===== config.mk =====
export PLATFORM = sky130hd
export DESIGN_NAME = lfu_replacement_policy
export DESIGN_NICKNAME = d
export VERILOG_FILES = /design/src/hdl/lfu_pkg.sv /design/src/hdl/lfu_replacement_policy.sv /design/src/hdl/lfu_dpath.sv /design/src/hdl/lfu_ctrl.sv
export SDC_FILE = /design/constraint.sdc
export NUM_CORES = 2
export LEC_CHECK = 0
export ABC_AREA = 1
export BUFFER_PORTS_ARGS = -buffer_cell sky130_fd_sc_hd__buf_2
export CORE_MARGIN = 1.5
export CORE_UTILIZATION = 44
export DETAILED_ROUTE_END_ITERATION = 8
export HOLD_SLACK_MARGIN = 0.12
export PLACE_DENSITY = 0.65
export SLEW_MARGIN = 20
export SYNTH_ARGS = -nofsm -noshare
export SYNTH_HDL_FRONTEND = slang
export SYNTH_SLANG_ARGS = --single-unit

===== constraint.sdc =====
create_clock -name clk -period 5.95 [get_ports clk]
set_clock_uncertainty 0.05 [all_clocks]
set_input_delay 0.2975 -clock clk [delete_from_list [all_inputs] [get_ports clk]]
set_output_delay 0.2975 -clock clk [all_outputs]
set_load 0.02 [all_outputs]

===== src/hdl/lfu_pkg.sv =====
// Shared types and constants for the LFU replacement policy block.
// No dependencies; used by lfu_ctrl, lfu_dpath and lfu_replacement_policy.
package lfu_pkg;

  // Operation codes carried in the mode field
  localparam logic [1:0] MODE_INSERT = 2'd0;
  localparam logic [1:0] MODE_TOUCH  = 2'd1;
  localparam logic [1:0] MODE_ERASE  = 2'd2;

  localparam int MODE_W     = 2;
  localparam int EXT_ID_W   = 16;
  localparam int IN_DATA_W  = 16;
  localparam int OUT_DATA_W = 24;

  localparam int              LIMIT_W     = 5;
  localparam logic [4:0]      LIMIT_RESET = 5'd31;
  localparam int              CFG_ADDR_W  = 3;
  localparam logic            REG_LIMIT   = 1'b0;

  typedef enum logic [1:0] {
    SWEEP_MIN,
    SWEEP_MATCH,
    SWEEP_SHIFT
  } sweep_t;

  // Controller to datapath
  typedef struct packed {
    logic   latch_key;
    logic   append;
    logic   sweep_start;
    sweep_t sweep_kind;
    logic   touch_write;
    logic   dec_count;
    logic   load_out;
    logic   out_evict;
    logic   out_found;
    logic   out_last;
  } cmd_t;

  // Datapath to controller
  typedef struct packed {
    logic busy;
    logic over_limit;
    logic over_after;
    logic found;
    logic out_free;
  } stat_t;

endpackage


===== src/hdl/lfu_replacement_policy.sv =====
// Least-frequently-used replacement policy, top level.
// Unpacks the stream and APB ports; instantiates lfu_ctrl and lfu_dpath. Uses lfu_pkg.
//
// Usage: requests enter on in_* (mode on in_tuser, entry_id on in_tdata) and
// results leave on out_*. Each request yields one result, or one result per victim
// for an insert that pushes the table over capacity_limit; out_tlast marks
// the final result of a request. capacity_limit is written over the APB
// port at address 0 by the user while the block is idle; the block does not check it.
// Operation, one request at a time: a touch scans the table for the id and, on a hit,
// writes the raised count back; an erase scans the table and, on a hit, shifts the
// entries behind the erased one down; an insert that evicts nothing does no scan.
// Each eviction scans the table for the least-used entry, emits it, then shifts the
// entries behind the victim down. One slot of the table memory is read per cycle
// during each scan and each compaction step.
// Reset: the table is empty and capacity_limit is 31; no clearing pass.
// Stall: the result register holds while out_tready low;
// a new request is taken once the previous one is finished, even if its result waits.
module lfu_replacement_policy #(
  parameter int ENTRIES    = 32,
  parameter int ID_BITS    = 16,
  parameter int COUNT_BITS = 32
) (
  input  logic                              clk,
  input  logic                              rst_n,
  input  logic                              in_tvalid,
  output logic                              in_tready,
  input  logic [lfu_pkg::IN_DATA_W-1:0]     in_tdata,   // [15:0] entry_id
  input  logic [lfu_pkg::MODE_W-1:0]        in_tuser,   // [1:0] mode
  output logic                              out_tvalid,
  input  logic                              out_tready,
  output logic [lfu_pkg::OUT_DATA_W-1:0]    out_tdata,  // [15:0] victim_id, [16] found
  output logic [0:0]                        out_tuser,  // [0] evict_valid
  output logic                              out_tlast,
  input  logic                              cfg_psel,
  input  logic                              cfg_penable,
  input  logic                              cfg_pwrite,
  input  logic [lfu_pkg::CFG_ADDR_W-1:0]    cfg_paddr,
  input  logic [31:0]                       cfg_pwdata,
  output logic [31:0]                       cfg_prdata,
  output logic                              cfg_pready
);

  logic [lfu_pkg::LIMIT_W-1:0]  limit_r;
  logic [lfu_pkg::MODE_W-1:0]   in_mode;
  logic [ID_BITS-1:0]           in_key;
  logic                         reg_hit;
  lfu_pkg::cmd_t                cmd;
  lfu_pkg::stat_t               stat;
  logic                         res_evict;
  logic [lfu_pkg::EXT_ID_W-1:0] res_id;
  logic                         res_found;

  assign in_mode = in_tuser;
  assign in_key  = ID_BITS'(in_tdata);

  assign reg_hit    = (cfg_paddr[2] == lfu_pkg::REG_LIMIT);
  assign cfg_pready = 1'b1;
  assign cfg_prdata = reg_hit ? 32'(limit_r) : '0;

  always_ff @(posedge clk) begin
    if (!rst_n) begin
      limit_r <= lfu_pkg::LIMIT_RESET;
    end else if (cfg_psel && cfg_penable && cfg_pwrite && cfg_pready && reg_hit) begin
      limit_r <= cfg_pwdata[lfu_pkg::LIMIT_W-1:0];
    end
  end

  lfu_ctrl u_ctrl (
    .clk      (clk),
    .rst_n    (rst_n),
    .in_valid (in_tvalid),
    .in_mode  (in_mode),
    .in_ready (in_tready),
    .stat     (stat),
    .cmd      (cmd)
  );

  lfu_dpath #(
    .ENTRIES    (ENTRIES),
    .ID_BITS    (ID_BITS),
    .COUNT_BITS (COUNT_BITS)
  ) u_dpath (
    .clk       (clk),
    .rst_n     (rst_n),
    .cmd       (cmd),
    .key_in    (in_key),
    .limit     (limit_r),
    .out_ready (out_tready),
    .stat      (stat),
    .out_valid (out_tvalid),
    .out_evict (res_evict),
    .out_id    (res_id),
    .out_found (res_found),
    .out_last  (out_tlast)
  );

  assign out_tdata = {7'b0, res_found, res_id};
  assign out_tuser = res_evict;

endmodule


===== src/hdl/lfu_dpath.sv =====
// Datapath of the LFU replacement policy: table memory, entry count,
// scan/shift sweep engine, selection registers and the result register. Uses lfu_pkg.
module lfu_dpath #(
  parameter int ENTRIES    = 32,
  parameter int ID_BITS    = 16,
  parameter int COUNT_BITS = 32
) (
  input  logic                          clk,
  input  logic                          rst_n,
  input  lfu_pkg::cmd_t                 cmd,
  input  logic [ID_BITS-1:0]            key_in,
  input  logic [lfu_pkg::LIMIT_W-1:0]   limit,
  input  logic                          out_ready,
  output lfu_pkg::stat_t                stat,
  output logic                          out_valid,
  output logic                          out_evict,
  output logic [lfu_pkg::EXT_ID_W-1:0]  out_id,
  output logic                          out_found,
  output logic                          out_last
);

  localparam int DEPTH = ENTRIES + 1;
  localparam int IW    = $clog2(DEPTH);
  localparam int CW    = $clog2(ENTRIES + 2);
  localparam int WW    = ID_BITS + COUNT_BITS;
  localparam int CMPW  = (CW > lfu_pkg::LIMIT_W) ? CW : lfu_pkg::LIMIT_W;

  logic [WW-1:0]         mem_r [DEPTH];
  logic [WW-1:0]         rd_r;
  logic [IW-1:0]         ri_r;
  logic                  rv_r;
  logic                  busy_r;
  lfu_pkg::sweep_t       kind_r;
  logic [CW-1:0]         issue_r;
  logic [CW-1:0]         cnt_r;
  logic [ID_BITS-1:0]    key_r;
  logic [IW-1:0]         sel_idx_r;
  logic [ID_BITS-1:0]    sel_id_r;
  logic [COUNT_BITS-1:0] sel_cnt_r;
  logic                  found_r;

  logic                  out_valid_r;
  logic                  out_evict_r;
  logic [lfu_pkg::EXT_ID_W-1:0] out_id_r;
  logic                  out_found_r;
  logic                  out_last_r;

  logic                  issue_go;
  logic [CW-1:0]         issue_start;
  logic [CW-1:0]         cnt_m1;
  logic [ID_BITS-1:0]    rd_id;
  logic [COUNT_BITS-1:0] rd_cnt;
  logic [COUNT_BITS-1:0] cnt_inc;
  logic                  we;
  logic [IW-1:0]         wa;
  logic [WW-1:0]         wd;
  logic                  out_free;

  assign issue_go    = busy_r && (issue_r < cnt_r);
  assign issue_start = (cmd.sweep_kind == lfu_pkg::SWEEP_SHIFT) ?
                       (CW'(sel_idx_r) + CW'(1)) : '0;
  assign cnt_m1      = cnt_r - CW'(1);
  assign rd_id       = rd_r[WW-1:COUNT_BITS];
  assign rd_cnt      = rd_r[COUNT_BITS-1:0];
  assign cnt_inc     = (sel_cnt_r == '1) ? sel_cnt_r : (sel_cnt_r + COUNT_BITS'(1));
  assign out_free    = !out_valid_r || out_ready;

  // Write port: append, touch update or one step of the compaction shift
  always_comb begin
    we = 1'b0;
    wa = '0;
    wd = '0;
    if (cmd.append) begin
      we = 1'b1;
      wa = cnt_r[IW-1:0];
      wd = {key_in, COUNT_BITS'(1)};
    end else if (cmd.touch_write) begin
      we = 1'b1;
      wa = sel_idx_r;
      wd = {key_r, cnt_inc};
    end else if (rv_r && kind_r == lfu_pkg::SWEEP_SHIFT) begin
      we = 1'b1;
      wa = ri_r - IW'(1);
      wd = rd_r;
    end
  end

  always_ff @(posedge clk) begin
    if (we) begin
      mem_r[wa] <= wd;
    end
    if (issue_go) begin
      rd_r <= mem_r[issue_r[IW-1:0]];
      ri_r <= issue_r[IW-1:0];
    end
    if (cmd.latch_key) begin
      key_r <= key_in;
    end
    if (cmd.load_out) begin
      out_evict_r <= cmd.out_evict;
      out_id_r    <= cmd.out_evict ? lfu_pkg::EXT_ID_W'(sel_id_r) : '0;
      out_found_r <= cmd.out_found;
      out_last_r  <= cmd.out_last;
    end
  end

  // Sweep engine: one read issued per cycle; the read data is registered, then compared
  always_ff @(posedge clk) begin
    if (!rst_n) begin
      busy_r    <= 1'b0;
      rv_r      <= 1'b0;
      kind_r    <= lfu_pkg::SWEEP_MIN;
      issue_r   <= '0;
      found_r   <= 1'b0;
      sel_idx_r <= '0;
      sel_id_r  <= '0;
      sel_cnt_r <= '0;
    end else begin
      if (cmd.sweep_start) begin
        busy_r  <= 1'b1;
        rv_r    <= 1'b0;
        kind_r  <= cmd.sweep_kind;
        issue_r <= issue_start;
        if (cmd.sweep_kind == lfu_pkg::SWEEP_MATCH) begin
          found_r <= 1'b0;
        end
      end else if (busy_r) begin
        rv_r <= issue_go;
        if (issue_go) begin
          issue_r <= issue_r + CW'(1);
        end
        if (!issue_go && !rv_r) begin
          busy_r <= 1'b0;
        end
      end
      if (rv_r) begin
        case (kind_r)
          lfu_pkg::SWEEP_MIN: begin
            // strict compare keeps the oldest slot on a tie
            if (ri_r == '0 || rd_cnt < sel_cnt_r) begin
              sel_idx_r <= ri_r;
              sel_id_r  <= rd_id;
              sel_cnt_r <= rd_cnt;
            end
          end
          lfu_pkg::SWEEP_MATCH: begin
            if (!found_r && rd_id == key_r) begin
              found_r   <= 1'b1;
              sel_idx_r <= ri_r;
              sel_id_r  <= rd_id;
              sel_cnt_r <= rd_cnt;
            end
          end
          default: begin
          end
        endcase
      end
    end
  end

  always_ff @(posedge clk) begin
    if (!rst_n) begin
      cnt_r       <= '0;
      out_valid_r <= 1'b0;
    end else begin
      if (cmd.append) begin
        cnt_r <= cnt_r + CW'(1);
      end else if (cmd.dec_count) begin
        cnt_r <= cnt_m1;
      end
      if (cmd.load_out) begin
        out_valid_r <= 1'b1;
      end else if (out_ready) begin
        out_valid_r <= 1'b0;
      end
    end
  end

  // Effective limit is min(limit, ENTRIES)
  assign stat.busy       = busy_r;
  assign stat.over_limit = (CMPW'(cnt_r) > CMPW'(limit)) || (cnt_r > CW'(ENTRIES));
  assign stat.over_after = (CMPW'(cnt_m1) > CMPW'(limit)) || (cnt_m1 > CW'(ENTRIES));
  assign stat.found      = found_r;
  assign stat.out_free   = out_free;

  assign out_valid = out_valid_r;
  assign out_evict = out_evict_r;
  assign out_id    = out_id_r;
  assign out_found = out_found_r;
  assign out_last  = out_last_r;

endmodule


===== src/hdl/lfu_ctrl.sv =====
// Controller state machine of the LFU replacement policy.
// Sequences insert/evict, touch and erase through lfu_dpath; uses lfu_pkg.
module lfu_ctrl (
  input  logic                        clk,
  input  logic                        rst_n,
  input  logic                        in_valid,
  input  logic [lfu_pkg::MODE_W-1:0]  in_mode,
  output logic                        in_ready,
  input  lfu_pkg::stat_t              stat,
  output lfu_pkg::cmd_t               cmd
);

  typedef enum logic [2:0] {
    S_IDLE,
    S_CHECK,
    S_MIN_WAIT,
    S_EVICT,
    S_SHIFT_WAIT,
    S_MATCH_WAIT,
    S_REPLY
  } state_t;

  state_t                      state_r, state_nxt;
  logic [lfu_pkg::MODE_W-1:0]  op_r, op_nxt;
  logic                        evicted_r, evicted_nxt;
  logic                        is_lookup;

  assign in_ready  = (state_r == S_IDLE);
  assign is_lookup = op_r inside {lfu_pkg::MODE_TOUCH, lfu_pkg::MODE_ERASE};

  always_comb begin
    state_nxt   = state_r;
    op_nxt      = op_r;
    evicted_nxt = evicted_r;
    cmd         = '0;
    cmd.sweep_kind = lfu_pkg::SWEEP_MIN;
    case (state_r)
      S_IDLE: begin
        if (in_valid) begin
          op_nxt        = in_mode;
          evicted_nxt   = 1'b0;
          cmd.latch_key = 1'b1;
          case (in_mode)
            lfu_pkg::MODE_INSERT: begin
              cmd.append = 1'b1;
              state_nxt  = S_CHECK;
            end
            lfu_pkg::MODE_TOUCH, lfu_pkg::MODE_ERASE: begin
              cmd.sweep_start = 1'b1;
              cmd.sweep_kind  = lfu_pkg::SWEEP_MATCH;
              state_nxt       = S_MATCH_WAIT;
            end
            default: begin
              state_nxt = S_REPLY;
            end
          endcase
        end
      end
      S_CHECK: begin
        if (stat.over_limit) begin
          cmd.sweep_start = 1'b1;
          cmd.sweep_kind  = lfu_pkg::SWEEP_MIN;
          state_nxt       = S_MIN_WAIT;
        end else if (!evicted_r) begin
          state_nxt = S_REPLY;
        end else begin
          state_nxt = S_IDLE;
        end
      end
      S_MIN_WAIT: begin
        if (!stat.busy) begin
          state_nxt = S_EVICT;
        end
      end
      S_EVICT: begin
        // emit the victim, then close the gap it leaves
        if (stat.out_free) begin
          cmd.load_out    = 1'b1;
          cmd.out_evict   = 1'b1;
          cmd.out_last    = !stat.over_after;
          cmd.sweep_start = 1'b1;
          cmd.sweep_kind  = lfu_pkg::SWEEP_SHIFT;
          evicted_nxt     = 1'b1;
          state_nxt       = S_SHIFT_WAIT;
        end
      end
      S_SHIFT_WAIT: begin
        if (!stat.busy) begin
          cmd.dec_count = 1'b1;
          state_nxt     = (op_r == lfu_pkg::MODE_INSERT) ? S_CHECK : S_REPLY;
        end
      end
      S_MATCH_WAIT: begin
        if (!stat.busy) begin
          if (stat.found && op_r == lfu_pkg::MODE_TOUCH) begin
            cmd.touch_write = 1'b1;
            state_nxt       = S_REPLY;
          end else if (stat.found) begin
            cmd.sweep_start = 1'b1;
            cmd.sweep_kind  = lfu_pkg::SWEEP_SHIFT;
            state_nxt       = S_SHIFT_WAIT;
          end else begin
            state_nxt = S_REPLY;
          end
        end
      end
      S_REPLY: begin
        if (stat.out_free) begin
          cmd.load_out  = 1'b1;
          cmd.out_found = is_lookup && stat.found;
          cmd.out_last  = 1'b1;
          state_nxt     = S_IDLE;
        end
      end
      default: begin
        state_nxt = S_IDLE;
      end
    endcase
  end

  always_ff @(posedge clk) begin
    if (!rst_n) begin
      state_r   <= S_IDLE;
      op_r      <= lfu_pkg::MODE_INSERT;
      evicted_r <= 1'b0;
    end else begin
      state_r   <= state_nxt;
      op_r      <= op_nxt;
      evicted_r <= evicted_nxt;
    end
  end

endmodule


Word level (Yosys, flattened, before mapping):

Memories as Yosys holds them, arrays and structs flattened. A register that Yosys moved wholly into a read port is not among the register bits.
Index checks and enable logic that the tools add are counted.

* register bits after elaboration: 124
* bits in writable memories: 1584
* input port bits: 60
* output and inout port bits: 61
* logic and storage cells: 172
* memories kept: 1

* add/subtract/negate cells: 6
* magnitude comparators: 6
* eq/ne operators: 24
* muxes and demuxes: 75
* bitwise operators: 2
* reduce and logical (&&, ||, !) cells: 38

Memories
* u_dpath.mem_r: depth 33, bits a word 48, rd ports 1, clocked after Yosys merged registers in 1, write ports 1, line lfu_dpath.sv:28 `logic [WW-1:0] mem_r [DEPTH];`

Operator list (count)
* 2-to-1 mux 48 bit: 3
* 2-to-1 mux 32 bit: 3
* 2-to-1 mux 6 bit: 11
* one-hot mux 32 bit (2 select lines): 1
* 2-to-1 mux 3 bit: 14
* adder 32 x 1 -> 32 bit (second input constant): 1
* equality test 32 bit (second input constant): 1
* less-than comparator 32 bit: 1
* 2-to-1 mux 16 bit: 2
* one-hot mux 16 bit (2 select lines): 1
* 2-to-1 mux 1 bit: 26
* one-hot mux 3 bit (7 select lines): 1
* adder 6 x 1 -> 6 bit (second input constant): 3
* equality test 16 bit: 1
* nonzero test 2 bit: 7
* greater-than comparator 6 x 5 -> 1 bit: 2
* greater-than comparator 6 bit (second input constant): 2
* one-hot mux 3 bit (4 select lines): 1
* one-hot mux 6 bit (2 select lines): 1
* subtractor 6 x 1 -> 6 bit (second input constant): 2
* 2-to-1 mux 5 bit: 2
* equality test 3 bit (second input constant): 3
* logical AND 1 bit: 9
* equality test 2 x 1 -> 1 bit (second input constant): 4
* 21 further kinds: 49

Logic depth before layout (Yosys ltp):

* word-level depth: 11
* gate-level depth with buffers: 17
* depth with buffers taken out: 16

Modules after synthesis:

From an unflattened synthesis, not the netlist that was laid out.

* cells, all modules: 5842
* area total of the unflattened synthesis: 71995.3 µm²

By module, submodules not included
* lfu_dpath: times used 1, cells each 5656, area an instance 70734.1 µm², sequential area each 51679.6 µm²
* lfu_ctrl: times used 1, cells each 113, area an instance 743.2 µm², sequential area each 120.1 µm²
* lfu_replacement_policy: times used 1, cells each 73, area an instance 518.0 µm², sequential area each 100.1 µm²

Worst setup path before layout:

OpenSTA, ideal clock, no wires.

* kind: flip-flop to flip-flop
* start: register u_dpath.cnt_r[2]
* end: register u_dpath.issue_r[1]
* library setup time: 0.116 ns
* data arrival time: 4.328 ns
* required time: 5.784 ns
* setup slack: 1.456 ns
* stages on the path, launching flop included: 14
* buffers on the path: 1
* clock period less this slack: 4.494 ns
* cell sequence: dfxtp_1 clkbuf_1 inv_1 ha_1 nand2_1 nor2_1 o21ai_0 o211ai_1 nor2_1 inv_1 nand3_2 inv_1 nor2_1 nor2_1

* elaborated cells on any way between the ends: 11
* those cells by class: 3 x order compare; 3 x mux; 5 x reduce/logical

RTL lines
* start: declaration: line lfu_dpath.sv:35 `logic [CW-1:0] cnt_r;`
* start signal: assignment: line lfu_dpath.sv:167 `cnt_r <= cnt_r + CW'(1);`
* start signal: assignment: line lfu_dpath.sv:169 `cnt_r <= cnt_m1;`
* less-than comparator 6 bit: line lfu_dpath.sv:59 `assign issue_go = busy_r && (issue_r < cnt_r);`
* logical AND 1 bit: line lfu_dpath.sv:59
* net u_dpath.issue_go: line lfu_dpath.sv:48 `logic issue_go;`
* nonzero test 2 bit (no line)
* AND reduction 2 bit (no line)
* end signal: assignment: line lfu_dpath.sv:123 `issue_r <= issue_start;`
* end signal: assignment: line lfu_dpath.sv:130 `issue_r <= issue_r + CW'(1);`
* end: declaration: line lfu_dpath.sv:34 `logic [CW-1:0] issue_r;`

The timed path passes the listed nets, and every way through them passes these cells.
A chain may end at the register's enable or synchronous reset.

Worst setup path in the final report:

* start: register u_ctrl.state_r[0]
* end: memory u_dpath.mem_r[0][15] (netlist name) (enable)

* cells in the longest elaborated chain, start to end: 6
* elaborated cells on any way between the ends: 10
* those cells by class: 1 x eq/ne; 8 x mux; 1 x reduce/logical

RTL lines
* start: declaration: line lfu_ctrl.sv:23 `state_t state_r, state_nxt;`
* start signal: assignment: line lfu_ctrl.sv:127 `state_r <= state_nxt;`
* equality test 3 bit: line lfu_ctrl.sv:37 `case (state_r)`
* 2-to-1 mux 1 bit: line lfu_ctrl.sv:37
* 2-to-1 mux 1 bit: line lfu_dpath.sv:77 `end else if (cmd.touch_write) begin`
* 2-to-1 mux 1 bit: line lfu_dpath.sv:73 `if (cmd.append) begin`
* 2-to-1 mux 1 bit: line lfu_dpath.sv:89 `if (we) begin`
* 2-to-1 mux 1 bit (not written as such): line lfu_dpath.sv:90 `mem_r[wa] <= wd;`
* end: declaration: line lfu_dpath.sv:28

Parallel ways exist; a longest one is shown, timed or not.

==> metrics.csv <==
metric,value,unit
status,"finished, final reports clean",
WL/cell,23.9,um
Nets,5926,
worst path arrival time,4.93,ns
Final Hold Fails,0,
I/O Pins,121,
Final period util,76.9,%
dpl cells,7765,
"CTS clk-pin slew, worst paths",0.06,ns
setup violation total in the final timing report,0,
final wirelength,194,mm
Register Area,51900,sq um
Syn Std Cell Area,71800,sq um
Initial Util,44.2,%
port bufs,56,
die height,407,um
initial antenna violation count,1,
fill cell count,13700,
YS warnings,0,
Synth cell types,51,
WS Path Type,reg -> reg,
GP Congestion,0.928,
"Max FO, Critical Path",29,
detailed placement HPWL,100,mm
vias per cell,5.86,
Seq cells post-synth,1756,
clock buffer depth,3,
1st-iter DRT viols,5903,
pins over their slew limit,0,
share of cells above drive strength 1,8.52,%
first-pass GRT wire length,287,mm
crit path capture type,flip-flop,
Max Fclk,218,MHz
crit path time final,4.58,ns
max-cap violation count,0,
Core Area,162000,sq um
VDD IR max,0.000381,V
RR Startpoint,u_ctrl.state_r[0]$_SDFFE_PN0P_,
ANT cells,0,
Setup Buffers After CTS,0,
Root Driver,clkbuf_16,
syn_area_per_cell,12.3,sq um
Pleak,28.7,nW
Power Density,433,nW/um^2
area of the multi-input gates,17700,sq um
async set-reset flop share out of synthesis,0,%
Synth Flop Type,edfxtp_1,
pin count of the biggest net entering global routing,219,
"Data required, critical path",6.31,ns
hold_sp,in_tdata[5],
measured slew at the worst slew-check pin,1.14,ns
# rows,148,
TritonCTS Buffers,174,
post-synthesis sequential area ratio,72.3,%
CP startpoint kind,flip-flop,
TritonCTS clock tree,done,
worst rel slew slack,24.3,%
clk_lat worst skew,0.82,ns
Synth Instances,5817,
crit path from,u_ctrl.state_r[0]$_SDFFE_PN0P_,
RSZ-0062 raised after global routing,no,
Post-synth EDFFs,1673,
worst hold-check path type,in -> reg,
TritonRoute pass-1 iters,6,
vias in the first global route,44800,
setup TNS,0,ns
grt ovf,0,
CTS resizes,0,
# hold bufs at CTS,38,
CTS H-tree lvls,4,
post-route antenna net violation count,0,
Sink Count,1756,
Post-Layout Cell Count,8123,
Layout Area Growth over Synthesis,12.3,%
Die Area,166000,sq um
DRC,0,
via count,47600,
die width,407,um
gr usage total,23.2,%
==> per-stage QoR <==
step | worst slack, ns | total power [mW] | hold slack, ns | utilization, % | instance area [sq um]
final | 1.37 | 34.9 | 0.182 | 49.7 | 80600
after global routing | 1.17 | 36.4 | 0.176 | 49.7 | 80600
after CTS | 1.35 | 34.9 | 0.129 | 49.6 | 80500
after detailed placement | 1.41 | 24.2 | 0.419 | 45.9 | 74500
after global placement | 1.55 | 24.0 | 0.411 | 45.9 | 74500
after floorplan | 1.46 | 21.0 | 0.346 | - | 71900
==> state kept, by name, indices dropped and copies added (netlist names), 2 cells and up <==
name               flops
limit_r                5
u_ctrl.op_r            2
u_ctrl.state_r         3
u_dpath.cnt_r          6
u_dpath.issue_r        6
u_dpath.key_r         16
u_dpath.kind_r         2
u_dpath.mem_r       1584
u_dpath.out_id        16
u_dpath.rd_r          48
u_dpath.ri_r           6
u_dpath.sel_cnt_r     32
u_dpath.sel_id_r      16
u_dpath.sel_idx_r      6
==> cells by family after synthesis <==
kind of cell / share of synthesized area (%)
compound gates: 11.4
other cells: 0.0105
fa+ha+maj: 1.01
buf+inv: 3.74
xor+xnor: 0.561
simple gates: 11.0
flops: 72.3
==> metal layers <==
layer	track usage, %	part of all wire [%]
met5	0	0
met4	7.85	2.9
met3	4.07	9.7
met2	36.2	46
met1	32.9	42
==> where the power goes <==
group	internal, mW	switching, mW	leakage (nW)
registers	14.1	0.407	17.9
clock network	6.13	4.67	2.72
logic	2.68	6.93	8.11
==> worst max-delay path, stage by stage (launching register included) <==
cell and delay (ns):
dfxtp_1 0.36, nor2_4 0.17, nand2_4 0.10, nor2_8 0.37, nand2_2 0.14, inv_2 0.46, a22oi_2 0.23, inv_2 0.14
nand3_2 0.36, nor2_4 0.98, buf_4 0.73
==> cells in the final DEF (no fill, tap or decap), types with 15 or more instances in the layout <==
master and n:
nand2_1 521, o211ai_1 63, bufinv_16 15, o221ai_1 146, nor3_1 28, edfxtp_1 1673, o22ai_1 243, buf_2 56
nand4_1 107, nor2_4 40, dfxtp_1 78, conb_1 35, buf_12 21, ha_1 58, clkinv_1 52, nand3_1 238
inv_1 204, clkbuf_1 31, dlygate4sd3_1 38, clkinv_2 25, a21oi_1 99, xor2_1 40, o21ai_0 815, nor2_1 929
clkbuf_16 176, buf_4 86
==> cells in the mapped netlist, drive strengths merged (4+ instances only) <==
master | n | area, sq um
a21oi | 101 | 528
a221oi | 10 | 87.6
a31oi | 6 | 37.5
buf | 143 | 801
clkbuf | 278 | 1040
dfxtp | 83 | 1660
edfxtp | 1673 | 50200
ha | 58 | 726
inv | 221 | 830
nand2 | 529 | 2020
nand3 | 242 | 1240
nand4 | 108 | 682
nor2 | 978 | 3710
nor3 | 32 | 186
nor4 | 5 | 31.3
o211ai | 63 | 473
o21ai | 829 | 4150
o221ai | 146 | 1280
o22ai | 245 | 1550
or2 | 4 | 25.0
xnor2 | 6 | 52.6
xor2 | 40 | 350
==> final timing paths <==
kind	slack (ns)	to	depth (start not counted)
worst max-delay path	1.37	u_dpath.mem_r[0][15]$_DFFE_PP_	10
worst min-delay path	0.18	u_dpath.key_r[5]$_DFFE_PP_	2
worst max register to register	1.37	u_dpath.mem_r[0][15]$_DFFE_PP_	10
worst min register to register	0.43	u_dpath.sel_id_r[14]$_SDFFE_PN0P_	2
==> cell type report <==
cell class	count	share of cell area [%]
Clock inverter	106	1.30
Sequential cell	1756	64.4
Multi-Input combinational cell	3449	22.0
Timing Repair Buffer	203	2.21
Clock buffer	210	5.66
Tap cell	2175	3.38
Inverter	224	1.07
Power figures use the tool's default switching activity.
